--- config.mk ---
export PLATFORM = sky130hd
export DESIGN_NAME = plm_ram
export DESIGN_NICKNAME = d
export VERILOG_FILES = /design/src/sv/plm_ram.sv
export SDC_FILE = /design/constraint.sdc
export NUM_CORES = 2
export LEC_CHECK = 0
export BUFFER_PORTS_ARGS = -buffer_cell sky130_fd_sc_hd__buf_2
export CORE_MARGIN = 1
export CORE_UTILIZATION = 45
export CTS_CLUSTER_SIZE = 14
export DETAILED_ROUTE_END_ITERATION = 10
export MAX_ROUTING_LAYER = met4
export SETUP_SLACK_MARGIN = 0.4
export SLEW_MARGIN = 20
export SYNTH_ARGS = -nofsm -noshare
export SYNTH_HDL_FRONTEND = slang
export SYNTH_SLANG_ARGS = --single-unit
--- constraint.sdc ---
create_clock -name clk -period 5 [get_ports clk]
set_input_delay 1.5 -clock clk [delete_from_list [all_inputs] [get_ports clk]]
set_output_delay 1.5 -clock clk [all_outputs]
set_load 0.02 [all_outputs]
--- src/sv/plm_ram.sv ---
// Generic simple dual-port RAM, one write port, one registered read port.
`default_nettype none

module plm_ram #(
    parameter int WIDTH = 32,
    parameter int DEPTH = 128
) (
    input  wire logic                     clk,
    input  wire logic                     we,
    input  wire logic [$clog2(DEPTH)-1:0] waddr,
    input  wire logic [WIDTH-1:0]         wdata,
    input  wire logic                     re,
    input  wire logic [$clog2(DEPTH)-1:0] raddr,
    output logic      [WIDTH-1:0]         rdata
);

    logic [WIDTH-1:0] mem [DEPTH];

    always_ff @(posedge clk)
    begin
        if (we)
        begin
            mem[waddr] <= wdata;
        end
        if (re)
        begin
            rdata <= mem[raddr];
        end
    end

endmodule

`default_nettype wire

; Yosys cells after proc, flatten, opt, wreduce, memory -nomap -nowiden
; Memory sizes are Yosys's and may differ from the RTL's. A register that Yosys moved wholly into a read port is not among the register bits.
; Index checks and enable logic that the tools add are counted.
[totals]
reg_bits = 0
ram_bits = 4096
inputBits = 49
output_inout_bits = 32
wordCells = 3
memories = 1
[mem_list]
columns = memory, depth, width, read_ports, rd_ports_with_merged_regs, write_ports, line_no
row1 = mem, 128, 32, 1, 1, 1, 17  ; logic [WIDTH-1:0] mem [DEPTH];
[op_classes]
mux = 2
[ops]
columns = operator, n
row1 = 1-bit 2-to-1 mux, 2

; Logic depth before layout (Yosys ltp)
[logic_depth]
word_depth = 2
ltp_mapped = 8
depth_no_buf = 4

; Least setup slack after synthesis
; OpenSTA, ideal clock, no wires.
[synth_timing]
path_type = input-to-reg
start = input port we
end = memory mem[98][0] (enable)
setup_ns = 0.461
arrival_time_ns = 4.278
required_time_ns = 4.539
path_slack_ns = 0.261
stages = 3
path_buffers = 1
cell_sequence = clkbuf_1 -> nand4_1 -> nor3_1
[synth_via]
elab_chain_cells = 2
[synth_rtl]
columns = item, line_no
row1 = "start, declared", 9  ; input wire logic we,
row2 = 1-bit 2-to-1 mux, 21  ; if (we)
row3 = 1-bit 2-to-1 mux (implied by the code), 23  ; mem[waddr] <= wdata;
row4 = "end, declared", 17
; Every way passes these cells.

==> run metrics <==
WHS Path Cells=1; sequential share of the synthesized area=roughly four fifths; max-cap violation count=0; Crit Path Max Fanout=25; critical-path cell list=buf_12, buf_12, buf_4, mux4_2, mux4_2, mux4_2, mux2_2; PwrDens=between 400 and 500 nW/um^2; Post-Syn Instances=about 6000; measured slew at the worst slew-check pin=between 1000 and 1500 ps; die height=a little under 600 um; Fin Setup TNS=0 ps; crit start category=input port; clock sink count=4128; Reg clk slew, reported paths=about 60 ps; Pwr Total=around 0.073 W; routed vias/inst=~6; Final Util=between 50 and 60%; Post-CTS Resized=0; Wirelength per Cell=between 30 and 40 um; Final Cycle Share=slightly below 80%; postcts setup bufs=0; Initial Util=between 40% and 50%; largest net degree at the start of global routing=129; die area=roughly 350000 um^2; fin. max-slew vios=0; crit path DAT=roughly 4600 ps; synthesized flop and latch total=about 4100; Setup Skew=roughly 48 ps; P&R area growth vs syn=15.9%; Avg Inst Size Synth=approximately 26 um^2; Multi-input gate area=32300 um^2; first-pass GRT wire length=575 mm; Synth top area share=~79%; worst reg2reg path startpoint=mem[86][11]; CTS tree=built; area leader, netlist=edfxtp_1; cell area after synthesis=between 150000 and 200000 um^2; CP most frequent cell=mux4_2; final wirelength=between 400 and 500 mm; Num CTS Buffers=roughly 400; Setup CP Type=in -> reg; # hold bufs at CTS=0; Hold Fails Final Rpt=0; Initial DRT Pass Iterations=6; syn_nets=roughly 6000; row count=~220; Layout Nets=6651; result of the run=finished, final reports clean; Hold Path Class=in -> reg; reg2reg end=rdata[11]; GR Util All Layers=between 20% and 30%; remaining antenna violation count after routing=0; PortBufs=80; FMAX=around 250 MHz; number of fill cells=~26000; FF-to-FF path depth=4; worst reg2reg setup slack=about 2200 ps; fraction of layout cells with a size suffix above 1=a little under two fifths; ys flop type=edfxtp_1; Hold EP=mem[114][20]; clock root cell=clkbuf_16; detailed-route via count=roughly 72000; Hold Startpoint=wdata[20]; total grt overflow=0; Storage cell area=around 120000 um^2; RSZ-0062 raised after global routing=no; leak pwr=around 56 nW; Post-synth EDFFs=roughly 4100; I/O pins=a little over 80; synth cell count leaders=edfxtp_1, mux4_2, clkbuf_1; synth unique cells=16; Worst-Skew Late Latency=between 900 and 1000 ps; Placer Congestion=between 0.8 and 0.9; CP endpoint kind=flop; core area=roughly 350000 um^2; vias in the first global route=between 70000 and 80000; Peak VDD IR=295 uV; Critical Path RT=approximately 5700 ps; library cell with the highest instance count after synthesis=edfxtp_1; Worst slew margin=about a quarter; H-tree lvl count=5; Max Root-Sink Buffers=4; DRC Markers=0; HPWL after detailed placement=235 mm; Crit-path slowest cell=mux4_2; Ys Warns=0; final setup vio count=0; Tmin final=between 3000 and 4000 ps; die width=roughly 600 um; max incr delay on CP=about 640 ps; Async SR Flop Fraction=0%; largest cells by area after synthesis=edfxtp_1, mux4_2, clkbuf_1, nor2_1, buf_2; DRT iter0 DRCs=just under 10000; antenna violations before repair=approximately 70
metal layers:
metal	vias to the layer above	wire length [um]	track usage, %
met4	0	12500	6.94
met2	3468	201000	38.3
met3	547	35100	3.80
met1	39700	164000	33.8
li1	27800	-	-
met5	-	0	-
cells in the final DEF, fill, tap and decap left out, drive strengths merged:
master / instances
nor3: 9
clkinv: 205
nand3: 12
edfxtp: 4128
nand4: 3
nand2: 14
mux2: 32
mux4: 1344
nand2b: 2
clkinvlp: 4
nor2b: 7
bufinv: 57
diode: 80
inv: 10
clkbuf: 483
or3: 1
buf: 515
nor2: 122
through the flow:
stage                     worst slack (ps)  hold slack [ps]  area (um^2)  instances
after floorplan                        261             1150       157000       5990
after global placement                79.0             1180       168000      10800
after detailed placement              75.4             1190       168000      10800
after CTS                             1080              950       181000      11500
after global routing                  1010              964       182000      11600
final                                 1050              995       182000      11600
kinds of logic after synthesis:
kind of cell  count (synthesis)  share of synthesized area (%)
simple gates                170                          0.445
buf+inv                     316                          0.837
mux                        1376                           19.6
flops                      4128                           79.2
worst max-delay path by stage:
| stage | from | to | slack [ps] | cells after the start |
|---|---|---|---|---|
| 2_1_floorplan | we | mem[98][0] | 260 | 3 |
| 3_3_place_gp | raddr[0] | rdata[12] | 80 | 8 |
| 3_5_place_dp | raddr[0] | rdata[23] | 80 | 7 |
| 4_1_cts | raddr[0] | rdata[23] | 1080 | 7 |
| 5_1_grt | raddr[0] | rdata[23] | 1010 | 7 |
| 6_report | raddr[0] | rdata[23] | 1050 | 7 |
worst max-delay path, delay by kind of cell:
family | cells | cell delay [ps]
buffers and inverters | 3 | 910
muxes | 4 | 2120
power by group:
group	switching [W]	total (W)	internal, W
Clock	0.0129	0.0312	0.0182
Sequential	0.000122	0.0384	0.0383
Combinational	0.00232	0.00383	0.00151
Total	0.0154	0.0734	0.0580
final cells by class:
class	instances	area share, %
Timing Repair Buffer	515	3.15
Antenna cell	80	0.110
Clock inverter	276	1.59
Multi-Input combinational cell	1546	17.8
Tap cell	4578	3.16
Sequential cell	4128	68.3
Clock buffer	483	5.91
flip-flops by register name, indices dropped and copies added, names as in the netlist:
name   cells
rdata     32
mem     4096
Note: power is estimated with default switching activity, not from simulation.
