[src/sv/plm_pkg.sv]
// Shared types and constants for the positional list block.
`default_nettype none

package plm_pkg;

    localparam int CAPACITY = 128;
    localparam int DATA_W   = 32;
    localparam int POS_W    = 8;
    localparam int OCNT_W   = 8;
    localparam int CNT_W    = $clog2(CAPACITY + 1);
    localparam int ADDR_W   = $clog2(CAPACITY);

    typedef enum logic [1:0] {
        CMD_INSERT = 2'd0,
        CMD_DELETE = 2'd1,
        CMD_CLEAR  = 2'd2,
        CMD_READ   = 2'd3
    } cmd_t;

    typedef enum logic [1:0] {
        ST_OK     = 2'd0,
        ST_BADPOS = 2'd1,
        ST_FULL   = 2'd2
    } status_t;

    typedef struct packed {
        status_t                   status;
        logic [OCNT_W-1:0]         count;
        logic signed [DATA_W-1:0]  read_value;
        logic signed [DATA_W-1:0]  largest;
        logic                      largest_valid;
    } res_item_t;

    // control of the shared max unit
    typedef struct packed {
        logic load;
        logic feed;
    } max_ctl_t;

endpackage

`default_nettype wire

[src/sv/plm_max.sv]
// Shared signed compare unit that tracks the running maximum.
`default_nettype none

module plm_max import plm_pkg::*; (
    input  wire logic                     clk,
    input  wire max_ctl_t                 ctl,
    input  wire logic signed [DATA_W-1:0] data,
    output logic signed [DATA_W-1:0]      max_val
);

    logic signed [DATA_W-1:0] max_reg;
    logic signed [DATA_W-1:0] max_next;
    logic                     gt;

    assign gt = data > max_reg;

    always_comb
    begin
        max_next = max_reg;
        if (ctl.load || (ctl.feed && gt))
        begin
            max_next = data;
        end
    end

    always_ff @(posedge clk)
    begin
        max_reg <= max_next;
    end

    assign max_val = max_reg;

endmodule

`default_nettype wire

[config.mk]
export PLATFORM = sky130hd
export DESIGN_NAME = plm_max
export DESIGN_NICKNAME = d
export VERILOG_FILES = /design/src/sv/plm_pkg.sv /design/src/sv/plm_max.sv
export SDC_FILE = /design/constraint.sdc
export NUM_CORES = 1
export LEC_CHECK = 0
export BUFFER_PORTS_ARGS = -buffer_cell sky130_fd_sc_hd__buf_2
export CAP_MARGIN = 5
export CORE_MARGIN = 1.5
export CORE_UTILIZATION = 49
export DETAILED_ROUTE_END_ITERATION = 16
export PLACE_DENSITY = 0.76
export REMOVE_ABC_BUFFERS = 1
export SYNTH_ARGS = -nofsm -noshare
export SYNTH_HDL_FRONTEND = slang
export SYNTH_SLANG_ARGS = --single-unit
[constraint.sdc]
create_clock -name clk -period 4.8 [get_ports clk]
set_input_delay 1.44 -clock clk [delete_from_list [all_inputs] [get_ports clk]]
set_output_delay 1.44 -clock clk [all_outputs]
set_load 0.05 [all_outputs]
## Word level (Yosys, flattened, before mapping)

Index checks and enable logic that the tools add are counted.
Widths: inputs -> output; s select.

| operators by class | value |
|---|---|
| add/sub/neg operators | 0 |
| $mul | 0 |
| divide/modulo/power cells | 0 |
| $lt $le $gt $ge | 1 |
| equality and inequality tests | 0 |
| shifts and indexed selects | 0 |
| mux-type cells | 0 |
| bitwise operators | 0 |
| reduce and logical (&&, ||, !) cells | 2 |

Operators by type and width:

| operator | count |
|---|---|
| $gt 32x32->1 | 1 |
| $logic_and 1x1->1 | 1 |
| $logic_or 1x1->1 | 1 |

| storage, ports and cells | value |
|---|---|
| register bits | 32 |
| latch bits | 0 |
| memory bits (writable) | 0 |
| ROM bits | 0 |
| bits of input ports | 35 |
| output and inout bits | 32 |
| word-level logic and storage cells | 4 |
| memories | 0 |

## Depth between registers and ports, before layout

Gate-level depths: netlist (run 1).

| logic depth | value |
|---|---|
| depth in word-level cells | 3 |
| mapped depth | 7 |
| gate-level depth less buffers | 7 |

## Least setup slack after synthesis (run 1)

Ideal clock, no wire load.

| path | value |
|---|---|
| kind | input-to-reg |
| start point | input port data[14] |
| end point | register max_reg[0], in the netlist max_val[0], enable pin |
| library setup time | 0.632 ns |
| data arrival time | 3.488 ns |
| data required time | 4.168 ns |
| path slack | 0.680 ns |
| cell stages on the path | 6 |
| buffers on the path | 0 |
| cells stage by stage | ha_1 -> a21oi_1 -> nand2_1 -> a221o_1 -> o311ai_1 -> nand4b_1 |

| between the ends | value |
|---|---|
| longest elaborated chain between the ends | 3 |

RTL lines:

| element | RTL line | source |
|---|---|---|
| start, declared | plm_max.sv:7 | `input wire logic signed [DATA_W-1:0] data,` |
| $gt 32x32->1 | plm_max.sv:15 | `assign gt = data > max_reg;` |
| $logic_and 1x1->1 | plm_max.sv:20 | `if (ctl.load \|\| (ctl.feed && gt))` |
| $logic_or 1x1->1 | plm_max.sv:20 |  |
| end signal, assigned | plm_max.sv:28 | `max_reg <= max_next;` |
| end, declared | plm_max.sv:11 | `logic signed [DATA_W-1:0] max_reg;` |

No other way between the ends.
A chain may end at the register's enable or synchronous reset.

## Final worst setup path (run 1)

| path | value |
|---|---|
| start point | input port data[14] |
| end point | register max_reg[28], in the netlist max_val[28], enable pin |

Same word-level chain as after synthesis.

==> flow_metrics.tcl, run 1 <==
set metrics [dict create \
    r2r-start "max_val[14]" \
    htree_levels 2 \
    slew_headroom_pct 74.9 \
    hold_depth 6 \
    cp_slowest_stage_delay_ps 320 \
    vdd_drop_max_mv 0.225 \
    postCtsResizedCells 0 \
    path_max_fanout 19 \
    yosys_warnings 0 \
    start_kind "primary input" \
    antenna_found_initial 0 \
    synth.avg_cell_area_um2 12.2 \
    syn_area_mm2 0.00185 \
    ant_nets 0 \
    areaGrowthSynthToFinish_pct 26.3 \
    rr_worst_depth 8 \
    cpLargestDelayFamily "compound AO/OA/AOI/OAI gates" \
    grt_max_degree 20 \
    route.detailed.drc 0 \
    arrival_ps 3090 \
    final_area_mm2 0.00233 \
    largest_register_ffs 32 \
    dp_hpwl_mm 2.84 \
    tns_ps 0 \
    cap_violations 0 \
    place_congestion 0.758 \
    yosys.cell_types.count 26 \
    placed_area_mm2 0.00225 \
    maxSlewViolCount 0 \
    fin_crit_sh_pct 64.9 \
    worstMarginPinSlew_ps 366 \
    critPathKind "in2reg" \
    rrSetupSlack_ps 2540 \
    powerDensity_mw_per_mm2 339 \
    grt_pass1_vias 1334 \
    final_nets 293 \
    drt-initial-drc-count 23 \
    crit_required_ps 4770 \
    hold_path_end "max_val[12]" \
    ys_seq_elements 32 \
    fp.dieArea_mm2 0.00415 \
    placementRows 22 \
    first_pass_iters 4 \
    hold_start "max_val[31]" \
    insertion_delay_ps 280 \
    via_count 1361 \
    cts_setup_buffers 0 \
    antenna_cells 0 \
    endpoint_kind "flip-flop" \
    final_layout_size_suffix_gt1_share_pct 34.4 \
    hold_violations 0 \
    nFillCells 289 \
    rsz0062_at_grt "false" \
    cts_root_buf "clkbuf_8" \
    core_mm2 0.00363 \
    fin_skew_ps 3.36 \
    path_clk_slew_ps 60 \
    tritoncts "done" \
    die_w_um 64.4 \
    final_common_cell "buf_2" \
    cts_buffers 5 \
    yosysSeqAreaShare_pct 52.0 \
    fp.dieH_um 64.4 \
    start_util_pct 50.9 \
    wirelength_mm 3.39 \
    port_buffers 66 \
    routedWlPerCell_um 12.3 \
    path_buf_inv 2 \
    cts_sinks 32 \
    status "finished clean" \
    cts_hold_buffers 0 \
    fin_crit_ps 3120 \
    viasPerCell 4.95 \
    io_pins 67 \
    grt-ovfl-total 0 \
    hold_path_class "reg2reg" \
    layout_common_cells "66 x buf_2, 34 x inv_1, 32 x ha_1, 32 x edfxtp_1, 15 x a21oi_1" \
    leakagePower_uw 0.00116 \
    worstPathCellList "buf_2 -> ha_1 -> nand4_1 -> nor4_2 -> a211oi_1 -> a21bo_4 -> nand4b_1 -> buf_4" \
    clock_path_buffers 2 \
    slowest_stage "ha_1" \
    synth_cells 151 \
    r2r_end "max_val[28]" \
    grt_pass1_wl_mm 5.81 \
    setup_viol 0 \
    max_freq_mhz 321 \
    grt.total_usage_pct 18.2 \
]
-- cells in the mapped netlist --
library cell | instances | area share (%)
a221o_1 | 1 | 0.54
edfxtp_1 | 32 | 52
o211ai_1 | 1 | 0.41
a211oi_1 | 2 | 0.81
nor4_4 | 1 | 1.2
o311ai_1 | 1 | 0.47
a21bo_4 | 1 | 0.88
a21o_1 | 1 | 0.41
inv_1 | 34 | 6.9
nor2b_1 | 1 | 0.34
nand4_1 | 7 | 2.4
o21ai_0 | 3 | 0.81
nand2_1 | 5 | 1.0
nor4_2 | 1 | 0.68
a2111oi_0 | 1 | 0.47
nor4_1 | 1 | 0.34
nand4_4 | 1 | 1.2
a2bb2oi_1 | 1 | 0.47
nor2_1 | 2 | 0.41
ha_1 | 32 | 22
nand3_1 | 3 | 0.81
nor3_1 | 1 | 0.27
nand4_2 | 1 | 0.68
a21oi_1 | 15 | 4.1
nand4b_1 | 1 | 0.47
o21a_1 | 1 | 0.41
-- kinds of logic after synthesis --
kind of cell             count (synthesis)  synth area share [%]
AND/OR/NAND/NOR                         25                  9.68
AO/OA/AOI/OAI                           28                  9.75
flip-flops                              32                  52.0
buffers and inverters                   34                  6.91
adder cells (fa/ha/maj)                 32                  21.7
-- worst max-delay path by stage --
stage | startpoint | depth (start not counted) | slack, ps | endpoint
floorplan | data[14] | 6 | 680 | max_val[0]
global placement | data[14] | 7 | 1440 | max_val[25]
detailed placement | data[14] | 8 | 1370 | max_val[19]
CTS | data[14] | 8 | 1670 | max_val[13]
global route | data[19] | 8 | 1560 | max_val[24]
finish | data[14] | 8 | 1680 | max_val[28]
-- cell type report --
cell class,count,area (um2),area share (%)
Timing Repair Buffer,68,345,14.8
Tap cell,48,60.1,2.57
Multi-Input combinational cell,85,759,32.5
Clock buffer,7,76.3,3.27
Sequential cell,32,961,41.2
Inverter,34,128,5.47
Clock inverter,1,3.75,0.161
-- metrics by stage --
step	hold slack, ps	total power, uW	cells	utilization, %	worst slack, ps
3_5_place_dp	1260	607	267	62.0	1370
6_report	1290	792	275	64.2	1680
3_3_place_gp	1240	603	267	62.0	1440
5_1_grt	1340	834	275	64.2	1560
4_1_cts	1290	799	275	64.2	1670
2_1_floorplan	1540	540	151	-	680
-- worst min-delay path, cell delays in order, from the launching register on --
cell      delay [ps]
edfxtp_1         410
inv_1             80
ha_1             140
a211oi_1          60
nand4_1           90
nand4b_1         110
buf_4            220
-- per-layer routing --
layer  up-vias  share of wire [%]  track usage (%)
li1        705                  -                -
met1       610                 46             23.7
met2        41                 46             29.2
met3         5                6.7             5.73
met4         0                1.2             5.59
met5         -                  0                0
-- report_power, final --
part | switching [uW] | leakage [uW] | internal [uW]
clock network | 92.3 | 0.0000399 | 101
logic | 173 | 0.000799 | 71.8
registers | 12.6 | 0.000319 | 342
(Power assumes the default switching activity.)
==> run 2, diff against run 1 <==
==> constraint.sdc (replaced) <==
create_clock -name clk -period 2.9 [get_ports clk]
set_input_delay 0.87 -clock clk [delete_from_list [all_inputs] [get_ports clk]]
set_output_delay 0.87 -clock clk [all_outputs]
set_load 0.05 [all_outputs]
==> run 2 against run 1 <==
Against the previous run:
- cell area grew 0.16%
- hold slack lost 510 ps
- largest cell class unchanged
- non-clock buffer count grew 2
- sequential power grew 66%
- core utilization grew 0.10 points
- critical endpoint is now max_val[9]
==> flow_metrics.tcl, run 2 (synthesis results as in run 1) <==
set metrics [dict create \
    placementRows 22 \
    finalWorstSetupSlack_ps 302 \
    switchingPower_uw 454 \
    areaGrowthSynthToFinish_pct 26.5 \
    final_layout_size_suffix_gt1_share_pct 35.4 \
    fp.dieH_um 64.4 \
    largest_register_ffs 32 \
    io_pins 67 \
    ant_nets 0 \
    final_nets 295 \
    fp.dieArea_mm2 0.00415 \
    dp_hpwl_mm 2.94 \
    path_clk_slew_ps 60 \
    seqPwrFrac_pct 45.3 \
    finalNonFillerCells 274 \
    cts_sinks 32 \
    start_kind "primary input" \
    drt-initial-drc-count 49 \
    tritoncts "done" \
    hold_path_class "in2reg" \
    place_congestion 0.747 \
    critPathKind "in2reg" \
    fin_crit_sh_pct 89.6 \
    antenna_found_initial 0 \
    route.detailed.drc 0 \
    grt.total_usage_pct 18.7 \
    antenna_cells 0 \
    grt-ovfl-total 0 \
    pre_cts_slack_ps 62.3 \
    clock_path_buffers 2 \
    final_common_cell "buf_2" \
    max_freq_mhz 385 \
    hold_violations 0 \
    crit_required_ps 2940 \
    start_util_pct 50.9 \
    grt_pass1_wl_mm 5.88 \
    first_pass_iters 4 \
    fin_skew_ps 5.27 \
    power_uw 1300 \
    rsz0062_at_grt "false" \
    htree_levels 2 \
    cts_root_buf "clkbuf_8" \
    cp_slowest_stage_delay_ps 340 \
    path_max_fanout 8 \
    clkPwrFrac_pct 22.9 \
    cts_setup_buffers 0 \
    fin_crit_ps 2600 \
    port_buffers 66 \
    grt_max_degree 9 \
    tns_ps 0 \
    via_count 1370 \
    wirelength_mm 3.56 \
    vdd_drop_max_mv 0.280 \
    grt_pass1_vias 1395 \
    core_mm2 0.00363 \
    setup_viol 0 \
    insertion_delay_ps 280 \
    die_w_um 64.4 \
    dp_cells 269 \
    cts_hold_buffers 0 \
    arrival_ps 2630 \
    cap_violations 0 \
    routedWlPerCell_um 13.0 \
    postCtsResizedCells 0 \
    final_util_pct 64.3 \
    netSwitchingFraction_pct 35.0 \
    cts_buffers 5 \
    endpoint_kind "flip-flop" \
    status "finished clean" \
    worstMarginPinSlew_ps 409 \
    layout_common_cells "66 x buf_2, 34 x inv_1, 32 x ha_1, 32 x edfxtp_1, 15 x a21oi_1" \
    slew_headroom_pct 72.0 \
    viasPerCell 5.00 \
    p_int_uw 843 \
    slowest_stage "a221o_1" \
    powerDensity_mw_per_mm2 555 \
    leakagePower_uw 0.00116 \
    maxSlewViolCount 0 \
    worstPathCellList "buf_2 -> ha_1 -> a21oi_1 -> nand2_1 -> a221o_1 -> o311ai_1 -> nand4b_1 -> buf_4" \
    combPwrFrac_pct 31.8 \
]
-- run 2: changes by cell type in the layout (fill, tap and decap cells not counted) --
cell      previous run  this run
buf_4                2         4
clkinv_1             1         0
clkbuf_1             2         0
-- run 2: critical path, delay by kind of cell --
| family | cells | cell delay (ps) |
|---|---|---|
| AOI/OAI and AO/OA | 3 | 800 |
| adders and majority gates | 1 | 320 |
| buffers and inverters | 2 | 340 |
| and+or+nand+nor | 2 | 290 |
-- run 2: worst paths after layout --
path                             startpoint     endpoint  slack [ps]  depth (start not counted)
worst max-delay path               data[14]   max_val[9]         300                          8
worst min-delay path               data[27]  max_val[27]         780                          1
worst max register to register  max_val[14]   max_val[9]         600                          8
worst min register to register  max_val[15]  max_val[13]        1300                          6
-- run 2: power by group through the flow --
stage / combinational [uW] / sequential (uW) / clock, uW
after floorplan: 144 / 750 / 0
after global placement: 408 / 595 / 0
after detailed placement: 415 / 597 / 0
after CTS: 417 / 588 / 306
after global routing: 453 / 592 / 317
final: 413 / 588 / 297
-- run 2: final cells by class --
| cell class | count | area (um2) |
|---|---|---|
| multi-input combinational | 85 | 759 |
| clock buffer | 5 | 68.8 |
| inverter | 34 | 128 |
| timing repair buffer | 70 | 360 |
| tap | 48 | 60.1 |
| sequential | 32 | 961 |
| fill | 307 | 1300 |
-- run 2: routing by layer --
metal,GRT usage [%],vias to the layer above,wire length [um]
met5,0,-,0
met4,7.45,0,59
met3,5.90,8,236
met2,32.7,51,1680
met1,21.2,606,1580
li1,-,705,-
-- run 2: through the flow --
stage / area, um2 / hold WS, ps
5_1_grt: 2340 / 775
3_5_place_dp: 2270 / 1070
4_1_cts: 2340 / 774
2_1_floorplan: 1850 / 969
3_3_place_gp: 2270 / 1070
6_report: 2340 / 781
==> run 3, diff against run 2 <==
--- a/config.mk
+++ b/config.mk
@@ -7,6 +7,7 @@
 export LEC_CHECK = 0
 export BUFFER_PORTS_ARGS = -buffer_cell sky130_fd_sc_hd__buf_2
 export CAP_MARGIN = 5
+export CORE_ASPECT_RATIO = 1.25
 export CORE_MARGIN = 1.5
 export CORE_UTILIZATION = 49
 export DETAILED_ROUTE_END_ITERATION = 16
==> run 3 against run 2 <==
Against the previous run:
- cell count is 2.6% lower
- first-iteration DRC count fell by 24%
- via count unchanged
- sequential share of layout area grew 0.13 points
- setup slack better by 21 ps
- clock skew down 2.4 ps
- global-route usage fell by 0.32 points
- combinational power is 1% lower
==> flow_metrics.tcl, run 3 (synthesis results as in run 1) <==
set metrics [dict create \
    fin_crit_sh_pct 88.9 \
    insertion_delay_ps 280 \
    vdd_drop_max_mv 0.332 \
    regArea_um2 961 \
    tritoncts "done" \
    ant_nets 0 \
    worstMarginPinSlew_ps 392 \
    powerDensity_mw_per_mm2 567 \
    cts_sinks 32 \
    grt.total_usage_pct 18.4 \
    routedWlPerCell_um 13.3 \
    grt_pass1_wl_mm 5.76 \
    worstPathCellList "buf_2 -> ha_1 -> a21oi_1 -> nand2_1 -> a221o_1 -> o311ai_1 -> nand4b_1 -> buf_4" \
    die_w_um 57.9 \
    antenna_found_initial 0 \
    grt_pass1_vias 1376 \
    final_nets 294 \
    io_pins 67 \
    rr_worst_depth 8 \
    slew_headroom_pct 73.2 \
    finalNonFillerCells 267 \
    fin_skew_ps 2.86 \
    setup_viol 0 \
    nFillCells 305 \
    placed_area_mm2 0.00225 \
    largest_register_ffs 32 \
    max_freq_mhz 388 \
    final_common_cell "buf_2" \
    final_area_mm2 0.00233 \
    cts_root_buf "clkbuf_8" \
    areaGrowthSynthToFinish_pct 26.1 \
    maxSlewViolCount 0 \
    met3WireLength_um 255 \
    final_layout_size_suffix_gt1_share_pct 34.6 \
    slowest_stage "a221o_1" \
    via_count 1370 \
    start_kind "primary input" \
    leakagePower_uw 0.00116 \
    grt-ovfl-total 0 \
    dp_cells 259 \
    rrSetupSlack_ps 630 \
    path_max_fanout 14 \
    postCtsResizedCells 0 \
    place_congestion 0.788 \
    cts_hold_buffers 0 \
    wl_met1_mm 1.47 \
    path_clk_slew_ps 60 \
    htree_levels 2 \
    hold_path_end "max_val[0]" \
    route.detailed.drc 0 \
    crit_required_ps 2930 \
    cts_buffers 5 \
    grt_max_degree 15 \
    layout_common_cells "66 x buf_2, 34 x inv_1, 32 x ha_1, 32 x edfxtp_1, 15 x a21oi_1" \
    critPathKind "in2reg" \
    cap_violations 0 \
    start_util_pct 52.2 \
    r2r_end "max_val[19]" \
    endpoint_kind "flip-flop" \
    wl_met2_mm 1.75 \
    rsz0062_at_grt "false" \
    fp.dieH_um 71.7 \
    antenna_cells 0 \
    core_mm2 0.00354 \
    cpLargestDelayFamily "compound AO/OA/AOI/OAI gates" \
    placementRows 24 \
    fin_crit_ps 2580 \
    first_pass_iters 6 \
    cp_slowest_stage_delay_ps 340 \
    cts_setup_buffers 0 \
    drt-initial-drc-count 37 \
    wirelength_mm 3.55 \
    path_buf_inv 2 \
    hold_violations 0 \
    fp.dieArea_mm2 0.00415 \
    hold_start "data[0]" \
    r2r-start "max_val[14]" \
    routed.top_layer "met4" \
    dp_hpwl_mm 2.88 \
    hold_depth 1 \
    multi_input_area_um2 759 \
    hold_path_class "in2reg" \
    viasPerCell 5.13 \
    clock_path_buffers 2 \
    port_buffers 66 \
    status "finished clean" \
    arrival_ps 2610 \
]
-- run 3: cell types whose count changed in the layout (fill, tap and decap cells not counted), sizes merged --
| cell | delta |
|---|---|
| clkbuf | +2 |
| buf | -1 |
| clkinv | +1 |
-- run 3: worst max-delay path by stage --
stage / startpoint / to / slack, ps / depth (start not counted)
after detailed placement: data[14] / max_val[11] / 30 / 8
after floorplan: data[14] / max_val[0] / -650 / 6
after CTS: data[14] / max_val[19] / 330 / 8
after global routing: data[14] / max_val[19] / 220 / 8
final: data[14] / max_val[19] / 320 / 8
after global placement: data[13] / max_val[13] / 90 / 8
-- run 3: final cells by class --
class | count | area share, %
multi-input cells | 85 | 32.6
clock buffers | 7 | 3.28
inverters | 34 | 5.48
flip-flops and latches | 32 | 41.2
well taps | 39 | 2.09
clock inverters | 1 | 0.161
repair buffers | 69 | 15.1
-- run 3: per-stage QoR --
step	TNS, ps	hold slack [ps]	total power (uW)	utilization [%]	setup WS (ps)
global route	0	769	1390	65.7	222
floorplan	-20810	969	894	-	-650
CTS	0	762	1340	65.7	332
detailed placement	0	1060	1010	63.5	30.7
global placement	0	1060	1000	63.5	92.1
finish	0	774	1320	65.7	322
-- run 3: report_power, final --
group          switching (uW)  internal [uW]
sequential               20.3            566
clock                     160            167
combinational             287            121
-- run 3: per-layer routing --
metal	global-route usage, %	vias to the layer above
met1	20.8	602
met3	6.14	8
met4	8.53	0
met2	30.9	53
li1	-	707
met5	0	-
-- run 3: worst register-to-register path: stages (launching register included) --
cell and delay, ps:
edfxtp_1 390, inv_1 70, ha_1 250, a21oi_1 180, nand2_1 80, a221o_1 340
o311ai_1 280, nand4b_1 190, buf_4 240
